===== src/rtl/mi3_pkg.sv =====
// shared types and constants for the 3x3 matrix inverse core
// no dependencies; imported by every module of the block
package mi3_pkg;

  localparam int N_ELEM     = 9;
  localparam int OUT_W      = 32;
  localparam int FRAC_SHIFT = 24;
  localparam int Q_BITS     = 33;
  localparam logic [OUT_W-1:0] SAT_POS = 32'h7FFF_FFFF;
  localparam logic [OUT_W-1:0] SAT_NEG = 32'h8000_0000;

  // one lane's result toward the merge stage
  typedef struct packed {
    logic             valid;
    logic             zero;
    logic [OUT_W-1:0] q;
  } lane_out_t;

endpackage


===== src/rtl/mi3_merge.sv =====
// merge of the nine lane results into one output transaction, with skid buffer
// depends on mi3_pkg
module mi3_merge import mi3_pkg::*; (
  input  logic                   clk,
  input  logic                   rst,
  input  lane_out_t              lane [N_ELEM],
  output logic                   ce,
  output logic                   m_tvalid,
  input  logic                   m_tready,
  output logic [N_ELEM*OUT_W-1:0] m_tdata,
  output logic                   m_tuser
);
  logic [N_ELEM*OUT_W-1:0] in_data, skid_data;
  logic                    skid_user, skid_valid, pop;

  // singular matrix forces all elements to zero
  always_comb begin
    for (int k = 0; k < N_ELEM; k++) begin
      in_data[k*OUT_W +: OUT_W] = lane[0].zero ? '0 : lane[k].q;
    end
  end

  assign ce  = !skid_valid;
  assign pop = m_tvalid && m_tready;

  // output register and skid register
  always_ff @(posedge clk) begin
    if (rst) begin
      m_tvalid   <= 1'b0;
      skid_valid <= 1'b0;
    end else if (skid_valid) begin
      if (pop) begin
        skid_valid <= 1'b0;
      end
    end else if (lane[0].valid) begin
      if (!m_tvalid || pop) begin
        m_tvalid <= 1'b1;
      end else begin
        skid_valid <= 1'b1;
      end
    end else if (pop) begin
      m_tvalid <= 1'b0;
    end
  end

  always_ff @(posedge clk) begin
    if (skid_valid) begin
      if (pop) begin
        m_tdata <= skid_data;
        m_tuser <= skid_user;
      end
    end else if (lane[0].valid) begin
      if (!m_tvalid || pop) begin
        m_tdata <= in_data;
        m_tuser <= lane[0].zero;
      end else begin
        skid_data <= in_data;
        skid_user <= lane[0].zero;
      end
    end
  end

endmodule


===== config.mk =====
export PLATFORM = sky130hd
export DESIGN_NAME = mi3_merge
export DESIGN_NICKNAME = d
export VERILOG_FILES = /design/src/rtl/mi3_pkg.sv /design/src/rtl/mi3_merge.sv
export SDC_FILE = /design/constraint.sdc
export NUM_CORES = 1
export LEC_CHECK = 0
export BUFFER_PORTS_ARGS = -buffer_cell sky130_fd_sc_hd__buf_2
export CORE_AREA = 3 3 229 231
export DETAILED_ROUTE_END_ITERATION = 8
export DIE_AREA = 0 0 232 234
export GPL_ROUTABILITY_DRIVEN = 0
export PLACE_DENSITY_LB_ADDON = 0.3
export SLEW_MARGIN = 10
export SYNTH_ARGS = -nofsm -noshare
export SYNTH_HDL_FRONTEND = slang
export SYNTH_SLANG_ARGS = --single-unit

===== constraint.sdc =====
create_clock -name clk -period 44.7 [get_ports clk]
set_clock_uncertainty 0.05 [all_clocks]
set_input_delay 4.47 -clock clk [delete_from_list [all_inputs] [get_ports clk]]
set_output_delay 4.47 -clock clk [all_outputs]
set_load 0.02 [all_outputs]

==> summary.md <==
| Metric | Value |
|---|---|
| Area share of the largest cell type after synthesis | `74.50%` |
| Post-DP HPWL | `35.57 mm` |
| Worst hold path class | `flip-flop to flip-flop` |
| PortBufs | `583` |
| Post-synth EDFFs | `578` |
| Gate count of the mapped netlist | `1,232` |
| CTS Root Cell | `sky130_fd_sc_hd__clkbuf_16` |
| Clock H-tree levels | `2` |
| Final critical path time including I/O delays and setup | `6.894 ns` |
| Remaining DRCs | `0` |
| Total die area | `54,290 um2` |
| Final core utilization | `57.41%` |
| Vertical extent of the die | `234 um` |
| Die extent in x | `232 um` |
| Cell area after technology mapping | `23,300 um2` |
| Initial Util | `46.34%` |
| Final nets | `2,135` |
| Primary FF master, synth | `sky130_fd_sc_hd__edfxtp_1` |
| Number of warnings reported in the yosys synthesis log | `0` |
| Total of hold buffers inserted after clock tree synthesis | `0` |
| Total of max-cap violations | `0` |
| Top cell types by occurrence after synthesis | `sky130_fd_sc_hd__edfxtp_1 (578), sky130_fd_sc_hd__nor2b_1 (283), sky130_fd_sc_hd__mux2_2 (185), sky130_fd_sc_hd__mux2_4 (100), sky130_fd_sc_hd__buf_2 (44)` |
| DR WL met3 | `5.342 mm` |
| Final count of negative-setup-slack endpoints | `0` |
| Reg2Reg Setup Slack | `41.19 ns` |
| CP Data Required Time | `44.86 ns` |
| Cell with the largest stage delay on the worst path | `sky130_fd_sc_hd__buf_4` |
| Total number of clock tree sinks | `580` |
| Kind of end point of the critical path | `flip-flop` |
| Setup ws final | `37.81 ns` |
| Number of search-and-repair iterations in the first detailed-routing pass | `7` |
| Combined buffer and inverter count along the critical path | `3` |
| Buffers inserted by post-CTS timing repair | `0` |
| Synthesis-stage register bit count | `580` |
| Ports | `600` |
| DP Cell Count | `2,437` |
| Pre-CTS setup slack | `37.12 ns` |
| Drt wl/cell | `20.82 um` |
| Fraction of final layout cells with drive strength greater than 1 | `51.92%` |
| Critical Path Most Common Cell | `sky130_fd_sc_hd__buf_4` |
| Total count of hold-check failures in the final report | `0` |
| CTS tree | `done` |
| Max Root-Sink Buffers | `3` |
| Via/cell ratio | `4.960` |
| Top post-synthesis cells by area | `sky130_fd_sc_hd__edfxtp_1 (75%), sky130_fd_sc_hd__mux2_2 (8.9%), sky130_fd_sc_hd__nor2b_1 (7.6%), sky130_fd_sc_hd__mux2_4 (6.4%), sky130_fd_sc_hd__buf_2 (0.95%)` |
| Final period util | `15.42%` |
| Sequential cell area fraction in the yosys report | `74.67%` |
| Share of async-settable or async-resettable flops after synthesis | `0%` |
| Largest delay share family, worst path | `buffers and inverters` |
| Top layer in use | `met5` |
| Yosys cell types | `18` |
| Met1 wire length | `20.48 mm` |
| Cell type with the largest total area after synthesis | `sky130_fd_sc_hd__edfxtp_1` |
| Most repeated cell in the gate-level netlist after synthesis | `sky130_fd_sc_hd__edfxtp_1` |
| Post-route antenna net violation count | `0` |
| Nets in the synthesized netlist | `1,541` |
| Power per unit of standard cell area | `45.41 nW/um2` |
| CP startpoint kind | `input pin` |
| Initial antenna violation count | `26` |
| Post-route insts no fill | `2,556` |
| Average footprint of a synthesized cell | `18.91 um2` |
| Detailed Route WL | `53.22 mm` |
| Detailed-route via count | `12,679` |
| All-layer global routing usage | `18.88%` |
| Critical path peak fanout | `76` |
| Hold Slack | `0.4783 ns` |
| CTS-repair resized insts | `0` |
| Cell Rows | `82` |
| Maximum operating frequency | `145.1 MHz` |
| Pleak | `11.57 nW` |
| Vias in the first global route | `13,001` |
| Initial detailed-routing violation count | `788` |
| Type of the worst setup path | `input pin to flip-flop` |
| Clock latency on the worst-skew pair | `0.59 ns` |
| Sum of negative setup slack | `0 ns` |
| CTS clk-pin slew, worst paths | `0.06 ns` |
| Met2 routed WL | `25.67 mm` |
| Number of CTS-inserted buffers | `59` |
| Setup repair after global routing missed its margin | `no` |
| Peak supply drop | `0.03271 mV` |
| Synthesis-to-layout area growth | `23.89%` |
| Slew Limit Headroom | `27.37%` |
| Standard cell core area | `50,270 um2` |
| Data arrival time of the critical path | `7.05 ns` |
| Final slew viol count | `0` |
| Highest cell delay on the worst timing path | `0.88 ns` |
| Wire length of the first global-routing pass | `78.55 mm` |
| Measured slew at the worst slew-check pin | `1.089 ns` |
| CP cell instances | `buf_2, mux2i_1, a21oi_4, buf_4, buf_4` |
| Outcome | `complete, no violations` |
| Largest net degree at the start of global routing | `143` |
| Gr ovfl total | `0` |
layout by cell type, fill, tap and decap left out, types with 10 or more instances in the layout:
master / count
sky130_fd_sc_hd__clkbuf_16: 61
sky130_fd_sc_hd__edfxtp_1: 578
sky130_fd_sc_hd__bufinv_16: 11
sky130_fd_sc_hd__clkinv_2: 10
sky130_fd_sc_hd__diode_2: 10
sky130_fd_sc_hd__mux2_2: 185
sky130_fd_sc_hd__nor2b_1: 283
sky130_fd_sc_hd__mux2_4: 100
sky130_fd_sc_hd__clkinv_1: 13
sky130_fd_sc_hd__buf_4: 14
sky130_fd_sc_hd__buf_2: 582
through the flow:
step | power, W | cell area, um2
floorplan | 0.0007673 | 23300
global placement | 0.0008051 | 26800
detailed placement | 0.0008081 | 26800
CTS | 0.001327 | 28840
global route | 0.001357 | 28860
finish | 0.001311 | 28860
final cells by class:
class,instances,area [um2]
antenna,10,25.02
clock buffer,69,1556
clock inverter,40,481.7
fill,3935,21410
inverter,3,18.77
multi-input combinational,585,5510
sequential,580,17400
tap,672,840.8
timing repair buffer,597,3033
kinds of logic (layout without fill, tap and decap cells):
group | after synthesis | in the layout | share of synthesized area (%)
multiplexers | 290 | 290 | 15.62
AND/OR/NAND/NOR | 291 | 291 | 7.857
other | 0 | 10 | 0
buffers and inverters | 67 | 709 | 1.735
AO/OA/AOI/OAI | 4 | 4 | 0.1128
flip-flops | 580 | 580 | 74.67
power by group:
group          internal (W)  switching, W  total [W]
Clock              0.000312      0.000204   0.000516
Combinational     0.0000570     0.0000881   0.000145
Sequential         0.000641    0.00000851   0.000649
flip-flops by register name (all words and copies together), names as in the netlist:
name and count:
m_tvalid 1, m_tuser 1, skid_user 1, skid_valid 1, skid_data 288, m_tdata 288
final timing paths:
kind | from | end | cells past startpoint
worst max-delay path | lane[305] | m_tdata[229] | 5
worst min-delay path | skid_data[66] | m_tdata[66] | 1
worst max register to register | skid_valid | m_tdata[229] | 4
worst min register to register | skid_data[66] | m_tdata[66] | 1
per-layer routing:
metal  global-route usage (%)  vias to the layer above
met3                    7.447                      110
met2                    30.48                      508
met5                        0                        -
met1                    23.19                     6226
li1                         -                     5807
met4                    6.816                       28
(Power assumes the default switching activity.)
